$ cat src/rtl/core/gmt_pkg.sv
// Shared types and constants for the group membership table with aging.
package gmt_pkg;

  localparam int TABLE_ENTRIES_DEF = 16;

  localparam int DATA_W = 32;
  localparam int ADDR_W = 3;
  localparam int TIMEOUT_W = 16;
  localparam logic [TIMEOUT_W-1:0] TIMEOUT_RESET = 16'd60;

  localparam logic REG_IDX_TIMEOUT = 1'b0;

  localparam logic OP_JOIN = 1'b0;
  localparam logic OP_LEAVE = 1'b1;

  typedef enum logic [1:0] {
    KIND_ADDED = 2'd0,
    KIND_LEFT = 2'd1,
    KIND_TIMEOUT = 2'd2,
    KIND_FULL = 2'd3
  } event_kind_t;

  typedef enum logic [2:0] {
    S_IDLE,
    S_SCAN,
    S_ACT,
    S_SWEEP,
    S_FLUSH
  } state_t;

  typedef struct packed {
    logic load;
    logic scan;
    logic act;
    logic sweep;
    logic flush;
  } cmd_t;

  typedef struct packed {
    logic pass_done;
  } stat_t;

endpackage

$ cat src/rtl/core/gmt_regs.sv
// Configuration register file: timeout_seconds behind an APB-style port.
module gmt_regs (
  input  logic                               clk,
  input  logic                               rst,
  input  logic                               psel,
  input  logic                               penable,
  input  logic                               pwrite,
  input  logic [gmt_pkg::ADDR_W-1:0]         paddr,
  input  logic [gmt_pkg::DATA_W-1:0]         pwdata,
  output logic [gmt_pkg::DATA_W-1:0]         prdata,
  output logic                               pready,
  output logic [gmt_pkg::TIMEOUT_W-1:0]      timeout_seconds
);

  logic wr_en;
  logic sel_timeout;

  assign pready = 1'b1;
  assign sel_timeout = (paddr[2] == gmt_pkg::REG_IDX_TIMEOUT);
  assign wr_en = psel && penable && pwrite && pready;

  always_ff @(posedge clk) begin
    if (rst) begin
      timeout_seconds <= gmt_pkg::TIMEOUT_RESET;
    end else if (wr_en && sel_timeout) begin
      timeout_seconds <= pwdata[gmt_pkg::TIMEOUT_W-1:0];
    end
  end

  always_comb begin
    prdata = '0;
    if (sel_timeout) begin
      prdata = {{(gmt_pkg::DATA_W-gmt_pkg::TIMEOUT_W){1'b0}}, timeout_seconds};
    end
  end

endmodule

$ cat src/rtl/core/gmt_ctrl.sv
// Sequencer for one message: scan, act, sweep, flush.
module gmt_ctrl (
  input  logic            clk,
  input  logic            rst,
  input  logic            start,
  input  gmt_pkg::stat_t  stat,
  output gmt_pkg::cmd_t   cmd,
  output logic            busy
);

  gmt_pkg::state_t state;
  gmt_pkg::state_t state_next;

  always_ff @(posedge clk) begin
    if (rst) begin
      state <= gmt_pkg::S_IDLE;
    end else begin
      state <= state_next;
    end
  end

  always_comb begin
    state_next = state;
    cmd = '0;
    unique case (state)
      gmt_pkg::S_IDLE: begin
        if (start) begin
          cmd.load = 1'b1;
          state_next = gmt_pkg::S_SCAN;
        end
      end
      gmt_pkg::S_SCAN: begin
        cmd.scan = 1'b1;
        if (stat.pass_done) state_next = gmt_pkg::S_ACT;
      end
      gmt_pkg::S_ACT: begin
        cmd.act = 1'b1;
        state_next = gmt_pkg::S_SWEEP;
      end
      gmt_pkg::S_SWEEP: begin
        cmd.sweep = 1'b1;
        if (stat.pass_done) state_next = gmt_pkg::S_FLUSH;
      end
      gmt_pkg::S_FLUSH: begin
        cmd.flush = 1'b1;
        state_next = gmt_pkg::S_IDLE;
      end
      default: begin
        state_next = gmt_pkg::S_IDLE;
      end
    endcase
  end

  assign busy = (state != gmt_pkg::S_IDLE);

`ifndef SYNTHESIS
  a_accept_scan: assert property (@(posedge clk) disable iff (rst)
    start && !busy |=> state == gmt_pkg::S_SCAN)
    else $error("accepted message did not start a scan");

  a_done_in_pass: assert property (@(posedge clk) disable iff (rst)
    stat.pass_done |-> state == gmt_pkg::S_SCAN || state == gmt_pkg::S_SWEEP)
    else $error("pass end outside a scan or sweep");
`endif

endmodule

$ cat src/rtl/core/gmt_datapath.sv
// Table storage, slot walker, lookup, aging compare and result register.
module gmt_datapath #(
  parameter int TABLE_ENTRIES = gmt_pkg::TABLE_ENTRIES_DEF
) (
  input  logic                              clk,
  input  logic                              rst,
  input  gmt_pkg::cmd_t                     cmd,
  output gmt_pkg::stat_t                    stat,
  input  logic [gmt_pkg::TIMEOUT_W-1:0]     timeout_seconds,
  input  logic                              operation,
  input  logic [31:0]                       member_address,
  input  logic [31:0]                       current_time,
  output logic                              result_valid,
  output logic [1:0]                        event_kind,
  output logic [31:0]                       event_address,
  output logic                              last_event
);

  localparam int IDX_W = (TABLE_ENTRIES > 1) ? $clog2(TABLE_ENTRIES) : 1;
  localparam int CNT_W = $clog2(TABLE_ENTRIES + 1);
  localparam logic [CNT_W-1:0] LAST_CNT = CNT_W'(TABLE_ENTRIES);
  localparam logic [IDX_W-1:0] LAST_IDX = IDX_W'(TABLE_ENTRIES - 1);

  logic [31:0] mem_addr [TABLE_ENTRIES];
  logic [31:0] mem_time [TABLE_ENTRIES];

  logic [TABLE_ENTRIES-1:0] valid;
  logic                     op_q;
  logic [31:0]              addr_q;
  logic [31:0]              now_q;
  logic [CNT_W-1:0]         cnt;
  logic [IDX_W-1:0]         rd_idx;
  logic                     stage_vld;
  logic [IDX_W-1:0]         idx_q;
  logic [31:0]              rd_addr_q;
  logic [31:0]              rd_time_q;
  logic                     hit_found;
  logic [IDX_W-1:0]         hit_idx;
  logic                     free_found;
  logic [IDX_W-1:0]         free_idx;

  logic                     issue;
  logic                     is_join;
  logic                     act_add;
  logic                     act_full;
  logic                     act_ref;
  logic                     act_leave;
  logic                     mem_we;
  logic [IDX_W-1:0]         wr_idx;
  logic [31:0]              age;
  logic                     tmo;
  logic                     sc_hit;
  logic                     sc_free;
  logic                     ev_fire;
  gmt_pkg::event_kind_t     ev_kind;
  logic [31:0]              ev_addr;

  logic                     pend_vld;
  gmt_pkg::event_kind_t     pend_kind;
  logic [31:0]              pend_addr;
  logic                     out_fire;
  logic                     out_last;

  assign rd_idx = cnt[IDX_W-1:0];
  assign issue = (cmd.scan || cmd.sweep) && (cnt != LAST_CNT);
  assign stat.pass_done = stage_vld && (idx_q == LAST_IDX);

  assign is_join = (op_q == gmt_pkg::OP_JOIN);
  assign act_add = cmd.act && is_join && !hit_found && free_found;
  assign act_full = cmd.act && is_join && !hit_found && !free_found;
  assign act_ref = cmd.act && is_join && hit_found;
  assign act_leave = cmd.act && (op_q == gmt_pkg::OP_LEAVE) && hit_found;
  assign mem_we = act_add || act_ref;
  assign wr_idx = hit_found ? hit_idx : free_idx;

  assign age = now_q - rd_time_q;
  assign tmo = cmd.sweep && stage_vld && valid[idx_q] &&
               (age > {16'b0, timeout_seconds});
  assign sc_hit = cmd.scan && stage_vld && valid[idx_q] && !hit_found &&
                  (rd_addr_q == addr_q);
  assign sc_free = cmd.scan && stage_vld && !valid[idx_q] && !free_found;

  assign ev_fire = act_add || act_full || act_leave || tmo;
  assign ev_addr = tmo ? rd_addr_q : addr_q;

  always_comb begin
    ev_kind = gmt_pkg::KIND_TIMEOUT;
    if (act_add) ev_kind = gmt_pkg::KIND_ADDED;
    else if (act_full) ev_kind = gmt_pkg::KIND_FULL;
    else if (act_leave) ev_kind = gmt_pkg::KIND_LEFT;
  end

  // table memories: one write, one registered read per cycle
  always_ff @(posedge clk) begin
    if (mem_we) begin
      mem_addr[wr_idx] <= addr_q;
      mem_time[wr_idx] <= now_q;
    end
    if (issue) begin
      rd_addr_q <= mem_addr[rd_idx];
      rd_time_q <= mem_time[rd_idx];
    end
  end

  always_ff @(posedge clk) begin
    if (cmd.load) begin
      op_q <= operation;
      addr_q <= member_address;
      now_q <= current_time;
    end
    idx_q <= rd_idx;
    if (sc_hit) hit_idx <= idx_q;
    if (sc_free) free_idx <= idx_q;
  end

  always_ff @(posedge clk) begin
    if (rst) begin
      valid <= '0;
      cnt <= '0;
      stage_vld <= 1'b0;
      hit_found <= 1'b0;
      free_found <= 1'b0;
    end else begin
      stage_vld <= issue;
      if (cmd.load || cmd.act) begin
        cnt <= '0;
      end else if (issue) begin
        cnt <= cnt + CNT_W'(1);
      end
      if (cmd.load) begin
        hit_found <= 1'b0;
        free_found <= 1'b0;
      end else begin
        if (sc_hit) hit_found <= 1'b1;
        if (sc_free) free_found <= 1'b1;
      end
      if (act_add) valid[free_idx] <= 1'b1;
      if (act_leave) valid[hit_idx] <= 1'b0;
      if (tmo) valid[idx_q] <= 1'b0;
    end
  end

  // one result is held back so the final beat can carry last_event
  assign out_fire = (ev_fire || cmd.flush) && pend_vld;
  assign out_last = !ev_fire;

  always_ff @(posedge clk) begin
    if (rst) begin
      pend_vld <= 1'b0;
      result_valid <= 1'b0;
    end else begin
      result_valid <= out_fire;
      if (ev_fire) begin
        pend_vld <= 1'b1;
      end else if (cmd.flush) begin
        pend_vld <= 1'b0;
      end
    end
  end

  always_ff @(posedge clk) begin
    if (ev_fire) begin
      pend_kind <= ev_kind;
      pend_addr <= ev_addr;
    end
    if (out_fire) begin
      event_kind <= 2'(pend_kind);
      event_address <= pend_addr;
      last_event <= out_last;
    end
  end

`ifndef SYNTHESIS
  a_last_gap: assert property (@(posedge clk) disable iff (rst)
    result_valid && last_event |=> !result_valid)
    else $error("result beat right after a final beat");

  a_cnt_range: assert property (@(posedge clk) disable iff (rst)
    cnt <= LAST_CNT)
    else $error("slot counter beyond table");

  a_add_sets_valid: assert property (@(posedge clk) disable iff (rst)
    act_add |=> valid[$past(free_idx)])
    else $error("added member not marked valid");
`endif

endmodule

$ cat src/rtl/core/group_membership_table_aging_top.sv
// Top level of the group membership table with aging timeout.
// One message is taken when start is high and busy is low; busy then stays high while the
// message is worked on, so no new message is taken before it is through. Each message
// runs a lookup pass, an update step, an aging sweep and a flush step; the pass and the
// sweep walk the table memory, one slot per cycle through its single registered read port.
// Results come out as single-cycle beats on result_valid with no back-pressure, in order,
// one per cycle at most; the final beat of a message has last_event set, and a message
// with no event gives no beat.
// The final beat of a message lands in the cycle right after its busy window.
// timeout_seconds is at byte address 0 and should be written only while idle.
module group_membership_table_aging_top #(
  parameter int TABLE_ENTRIES = gmt_pkg::TABLE_ENTRIES_DEF
) (
  input  logic                        clk,
  input  logic                        rst,
  input  logic                        psel,
  input  logic                        penable,
  input  logic                        pwrite,
  input  logic [gmt_pkg::ADDR_W-1:0]  paddr,
  input  logic [gmt_pkg::DATA_W-1:0]  pwdata,
  output logic [gmt_pkg::DATA_W-1:0]  prdata,
  output logic                        pready,
  input  logic                        start,
  output logic                        busy,
  input  logic                        operation,
  input  logic [31:0]                 member_address,
  input  logic [31:0]                 current_time,
  output logic                        result_valid,
  output logic [1:0]                  event_kind,
  output logic [31:0]                 event_address,
  output logic                        last_event
);

  logic [gmt_pkg::TIMEOUT_W-1:0] timeout_seconds;
  gmt_pkg::cmd_t                 cmd;
  gmt_pkg::stat_t                stat;

  gmt_regs u_regs (
    .clk             (clk),
    .rst             (rst),
    .psel            (psel),
    .penable         (penable),
    .pwrite          (pwrite),
    .paddr           (paddr),
    .pwdata          (pwdata),
    .prdata          (prdata),
    .pready          (pready),
    .timeout_seconds (timeout_seconds)
  );

  gmt_ctrl u_ctrl (
    .clk   (clk),
    .rst   (rst),
    .start (start),
    .stat  (stat),
    .cmd   (cmd),
    .busy  (busy)
  );

  gmt_datapath #(
    .TABLE_ENTRIES (TABLE_ENTRIES)
  ) u_datapath (
    .clk             (clk),
    .rst             (rst),
    .cmd             (cmd),
    .stat            (stat),
    .timeout_seconds (timeout_seconds),
    .operation       (operation),
    .member_address  (member_address),
    .current_time    (current_time),
    .result_valid    (result_valid),
    .event_kind      (event_kind),
    .event_address   (event_address),
    .last_event      (last_event)
  );

endmodule

$ cat config.mk
export PLATFORM = sky130hd
export DESIGN_NAME = group_membership_table_aging_top
export DESIGN_NICKNAME = d
export VERILOG_FILES = /design/src/rtl/core/gmt_pkg.sv /design/src/rtl/core/gmt_regs.sv /design/src/rtl/core/gmt_ctrl.sv /design/src/rtl/core/gmt_datapath.sv /design/src/rtl/core/group_membership_table_aging_top.sv
export SDC_FILE = /design/constraint.sdc
export NUM_CORES = 1
export LEC_CHECK = 0
export BUFFER_PORTS_ARGS = -buffer_cell sky130_fd_sc_hd__buf_2
export CAP_MARGIN = 25
export CORE_MARGIN = 2
export CORE_UTILIZATION = 62
export CTS_CLUSTER_DIAMETER = 100
export DETAILED_ROUTE_END_ITERATION = 12
export PLACE_DENSITY = 0.88
export SYNTH_ARGS = -nofsm -noshare
export SYNTH_HDL_FRONTEND = slang
export SYNTH_SLANG_ARGS = --single-unit
$ cat constraint.sdc
create_clock -name clk -period 10.7 [get_ports clk]
set_clock_uncertainty 0.05 [all_clocks]
set_input_delay 0.535 -clock clk [delete_from_list [all_inputs] [get_ports clk]]
set_output_delay 0.535 -clock clk [all_outputs]
set_load 0.01 [all_outputs]
## After elaboration in Yosys (flattened, before gate mapping)

Memories as Yosys holds them, arrays and structs flattened. A register that Yosys moved wholly into a read port is not among the register bits.
Index checks and enable logic that the tools add are counted.

- Register bits: 191
- Latch bits: 0
- Memory bits (writable): 1,024
- Memory bits (read-only): 0
- Input port bits: 106
- Output and inout bits: 70
- Word-level logic and storage cells: 122
- Memories kept: 2

Memories:

| memory | words | width | rd ports | clocked after Yosys merged registers in | write ports | RTL line | source |
|---|---|---|---|---|---|---|---|
| u_datapath.mem_addr | 16 | 32 | 1 | 1 | 1 | gmt_datapath.sv:24 | `logic [31:0] mem_addr [TABLE_ENTRIES];` |
| u_datapath.mem_time | 16 | 32 | 1 | 1 | 1 | gmt_datapath.sv:25 | `logic [31:0] mem_time [TABLE_ENTRIES];` |

- Add/subtract/negate cells: 2
- $mul: 0
- Divide/modulo/power cells: 0
- Order comparisons: 7
- Equal/unequal tests: 10
- Shifts and indexed selects: 0
- Muxes and demuxes: 32
- Bitwise operators: 7
- Reductions and logical operators: 42

Operator list:

| cell | number |
|---|---|
| two-way mux 16 bit | 6 |
| AND 16 bit | 2 |
| equality test 32 bit | 1 |
| > comparator 32 x 16 -> 1 bit | 1 |
| two-way mux 32 bit | 1 |
| inverter 16 bit | 2 |
| subtractor 32 bit | 1 |
| logical AND 1 bit | 25 |
| bitwise OR 16 bit | 1 |
| < comparator 4 x 5 -> 1 bit (second input constant) | 3 |
| two-way mux 1 bit | 14 |
| demux 1 bit (select 4 bit) | 3 |
| >= comparator 4 x 1 -> 1 bit (second input constant) | 3 |
| case mux 3 bit (4 select lines) | 1 |
| two-way mux 3 bit | 3 |
| logical OR 1 bit | 7 |
| equality test 3 x 2 -> 1 bit (second input constant) | 2 |
| inequality test 2 bit (second input constant) | 3 |
| adder 5 x 1 -> 5 bit (second input constant) | 1 |
| inequality test 5 bit (second input constant) | 1 |
| binary-select mux 1 bit (select 4 bit) | 1 |
| equality test 4 bit (second input constant) | 1 |
| zero test 1 bit | 4 |
| two-way mux 2 bit | 2 |
| other kinds (9) | 11 |

## Logic depth before layout (Yosys ltp)

- Depth after elaboration: 12
- Depth in mapped cells: 23
- Gate-level depth less buffers: 21

## Cells and area by module

A second synthesis with hierarchy kept.

- Cell total of the unflattened synthesis: 2,416
- Area, all modules: 50,586.0 um^2

By module, submodules not included:

| module | instances | cells an instance | area an instance (um^2) | seq. area each (um^2) |
|---|---|---|---|---|
| gmt_datapath | 1 | 2,293 | 49,439.9 | 37,536.0 |
| gmt_regs | 1 | 106 | 967.2 | 320.3 |
| gmt_ctrl | 1 | 17 | 178.9 | 60.1 |

## Least setup slack after synthesis

No wires, ideal clock.

- Path kind: register -> register
- Start: reg u_datapath.cnt[0]
- End: reg u_datapath.cnt[2]
- Library setup time: 65 ps
- Arrival: 8,074 ps
- Required time: 10,585 ps
- Path slack: 2,511 ps
- Cell stages (with the launch flop): 10
- Buffers on the path: 3
- Clock period less this slack: 8,189 ps
- Cell sequence: dfxtp_1 -> clkbuf_1 -> buf_1 -> clkbuf_1 -> inv_1 -> ha_1 -> a311oi_1 -> nand2_1 -> xor2_1 -> nor2_1

- Cells in the longest elaborated chain, start to end: 2
- Elaborated cells between the ends (all ways): 3
- Classes of those cells: 1 x add/sub; 1 x eq/ne; 1 x reduce/logical

Ends and longest elaborated chain:

| element | RTL line | source |
|---|---|---|
| start: declaration | gmt_datapath.sv:31 | `logic [CNT_W-1:0] cnt;` |
| start signal: assignment | gmt_datapath.sv:128 | `cnt <= cnt + CNT_W'(1);` |
| inequality test 5 bit | gmt_datapath.sv:65 | `assign issue = (cmd.scan \|\| cmd.sweep) && (cnt != LAST_CNT);` |
| logical AND 1 bit | gmt_datapath.sv:65 |  |
| net u_datapath.issue | gmt_datapath.sv:42 | `logic issue;` |

The timed path passes the listed nets, and every way through them passes these cells.
A chain may end at the register's enable or synchronous reset.

## Worst setup path after layout

- Start: reg u_datapath.now_q[3]
- End: reg u_datapath.pend_addr[1] (data pin)

- Cells in the longest elaborated chain, start to end: 4

Ends and longest elaborated chain:

| element | RTL line | source |
|---|---|---|
| start: declaration | gmt_datapath.sv:30 | `logic [31:0] now_q;` |
| start signal: assignment | gmt_datapath.sv:109 | `now_q <= current_time;` |
| subtractor 32 bit | gmt_datapath.sv:76 | `assign age = now_q - rd_time_q;` |
| > comparator 32 x 16 -> 1 bit | gmt_datapath.sv:78 | `(age > {16'b0, timeout_seconds});` |
| logical AND 1 bit | gmt_datapath.sv:77 | `assign tmo = cmd.sweep && stage_vld && valid[idx_q] &&` |
| two-way mux 32 bit | gmt_datapath.sv:84 | `assign ev_addr = tmo ? rd_addr_q : addr_q;` |
| net u_datapath.ev_addr[1] | gmt_datapath.sv:56 | `logic [31:0] ev_addr;` |
| end signal: assignment | gmt_datapath.sv:164 | `pend_addr <= ev_addr;` |
| end: declaration | gmt_datapath.sv:60 | `logic [31:0] pend_addr;` |

The timed path passes the listed nets, and every way through them passes these cells.

==> flow_summary.ini <==
[clocking]
clkTransAtPathRegs_ns = 0.06
cts_buffers = 118
post_cts_buffers = 0
clockBufferDepth = 3
clock_latency_ns = 0.71
cts.sinks = 1279
cts_tree = built
cts-root-buf = clkbuf_16
htree_levels = 3

[run]
drv_cap = 0

[finish]
layout.nets = 2807
antenna_cells = 0
area_delta_synth_final_pct = 13.31
final_cell_mix = edfxtp_1, mux4_2, buf_2, clkbuf_16, a21oi_1
drive_above_1_share_pct = 27.05
final_common_cell = edfxtp_1
final_area_sq_um = 56940
final_cell_count_no_fill = 3814
fill_cells = 4470

[synthesis]
synth_cell_types = 63
avgSynthCellArea_sq_um = 20.99
synthXorXnorAreaFrac_pct = 1.080
synth_area_leader_cell = edfxtp_1
syn_area_sq_um = 50260
synthCells = 2394
synth_warnings = 0
synth.mux.area_fraction_pct = 15.66
netlist_top_cells_area = edfxtp_1, mux4_2, dfxtp_1
ys.flop_type = edfxtp_1
synth_fa_ha_area_share_pct = 1.260
synth_edf_count = 1230
synth_top_family_by_area = multiplexers
synth_simple_gate_area_share_pct = 2.460
async_reset_ff_share_pct = 0
ys_seq_area_share_pct = 75.45
synth_compound_area_share_pct = 2.515
synth-seq-cells = 1279
synth_top_cell_area_share_pct = 73.49

[routing]
drt-wirelength-per-cell_um = 33.80
first_pass_iters = 6
vias = 26410
drcViolationCount = 0
viasPerCell = 6.924
drt_iter0_markers = 3793
finalWirelength_mm = 128.9
antenna_left = 0

[global_route]
grt_max_degree = 103
grt_antenna_before_repair = 3
grt.overflow.total = 0
grt_use_total_pct = 31.21
grt_pass1_wl_mm = 183.7
grt_pass1_vias = 26970

[timing]
fin_setup_tns_ns = 0
rsz0062_at_grt = false
tightest_slew_ns = 1.182
drv_slew = 0
post-route-period-util_pct = 65.40
maxSlewHeadroom_pct = 20.94
fin_crit_ns = 6.998
hold_viol_final = 0
worst_slack_ns = 3.702
clock.fmax_mhz = 142.9
setup_viol = 0

[placed_design]
dp_hpwl_mm = 64.08
place_area_sq_um = 52240
io_buffer_count = 140
place_ws_ns = 3.954
gp_congestion = 0.8831
dp.cells = 3523

[setup_path]
crit_path_end_kind = register
critPathKind = reg2reg
start_kind = register
r2r_cells = 18
required_ns = 11.10
path_max_fanout = 38
cp.arrival_ns = 7.39

[floorplan]
die_area_sq_um = 83350
fp.dieH_um = 288.7
initial_utilization_pct = 62.50
ios = 176
core_area_sq_um = 80420
die_x_um = 288.7
rows = 104

[power_and_ir_drop]
p_leak_nw = 18.07
cellPowerDensity_nw_per_um2 = 182.0
power_mw = 10.36
max-vdd-ir-drop_v = 0.0001665

[min_path]
min_path_type = in2reg
hold_depth = 1

[run_status]
status = finished, final reports clean
## layer usage
layer	vias to the layer above	wire length, um	track usage (%)
met5	-	21	0
met4	4	5721	14.09
met3	395	13520	5.545
met2	2157	66300	53.00
met1	13500	43350	39.96
li1	10360	-	-
## path summary, 6_finish.rpt
check / from / to / slack [ns]
setup / recovery: u_datapath.now_q[3] / u_datapath.pend_addr[1] / 3.70
hold / removal: current_time[31] / u_datapath.now_q[31] / 0.03
setup reg to reg: u_datapath.now_q[3] / u_datapath.pend_addr[1] / 3.70
hold reg to reg: u_datapath.pend_addr[23] / u_datapath.event_address[23] / 0.37
## logic make-up (layout without fill, tap and decap cells)
family	Yosys count	in the layout
other	2	17
flip-flops	1279	1279
XOR/XNOR	62	62
buffers and inverters	184	529
AO/OA/AOI/OAI	195	195
adder cells (fa/ha/maj)	50	50
AND/OR/NAND/NOR	257	257
multiplexers	365	365
## registers in the layout (all words and copies together) (netlist names), 2 cells and up
signal,count
u_datapath.cnt,5
u_datapath.event_address,32
u_datapath.idx_q,4
u_datapath.free_idx,4
u_ctrl.state,3
u_datapath.valid,16
u_datapath.pend_addr,32
u_datapath.hit_idx,4
u_datapath.now_q,32
u_datapath.mem_addr,512
u_datapath.mem_time,512
u_datapath.addr_q,32
u_datapath.pend_kind,2
u_datapath.rd_time_q,32
u_datapath.rd_addr_q,32
u_datapath.event_kind,2
u_regs.timeout_seconds,16
## cell usage after synthesis, types with 2 or more instances
master	number
mux2_4	28
a21o_1	7
o21a_1	11
inv_1	62
mux2i_1	4
buf_1	28
o21bai_1	2
xnor2_1	34
a211oi_1	5
nand2b_1	4
ha_1	49
xor2_1	28
conb_1	2
nand3_1	8
a21oi_1	75
nor3b_1	4
and3_1	4
a41oi_1	3
nor3_1	15
nor4_1	12
mux2_2	6
o21ai_0	22
mux2_1	2
nor2_1	81
buf_4	17
a211o_1	16
nor2b_1	15
nand2_1	71
buf_6	4
a22oi_1	2
a31oi_1	21
edfxtp_1	1230
clkbuf_1	71
or3_1	4
nand3b_1	2
nand4_1	22
a2111oi_0	3
o211ai_1	12
and2_1	8
mux4_2	325
dfxtp_1	49
o21ai_1	4
buf_2	2
## power by group
part | leakage, nW | switching (mW) | total (mW) | internal (mW)
registers | 11.5 | 0.0878 | 5.61 | 5.52
logic | 4.66 | 0.253 | 0.476 | 0.222
clock network | 1.90 | 1.89 | 4.28 | 2.39
## worst max-delay path: stages, from the launching register on
cell       delay (ns)
edfxtp_1         0.74
ha_1             0.40
and2_1           0.20
a221oi_1         0.39
a21oi_1          0.23
o21ai_0          0.46
and2_1           0.23
o21ai_0          0.10
xor2_1           0.16
ha_1             0.29
nand4_1          0.16
a2111oi_0        0.51
nor3_1           0.09
o2111a_1         0.28
nand4_1          0.17
nor4_4           0.10
a41oi_4          0.96
buf_4            0.75
mux2_2           0.42
## cell type report
class / count / area, sq um / share of cell area [%]
inverter: 62 / 232.7 / 0.4087
multi-input combinational: 946 / 11760 / 20.65
sequential: 1279 / 37930 / 66.61
tap: 1060 / 1326 / 2.329
clock inverter: 80 / 787.0 / 1.382
timing repair buffer: 244 / 1769 / 3.107
clock buffer: 143 / 3141 / 5.515
## metrics by stage
step                      util (%)  hold slack (ns)
after floorplan                  -           0.2790
after global placement       64.94           0.3580
after detailed placement     64.97           0.3545
after CTS                    70.57         0.001770
after global routing         70.81         0.001049
final                        70.81          0.03436
## repair_timing
item,4_1_cts,5_1_grt
gates resized for setup,0,0
hold buffers,58,3
hold endpoints to repair,58,3
Note: power is estimated with default switching activity, not from simulation.
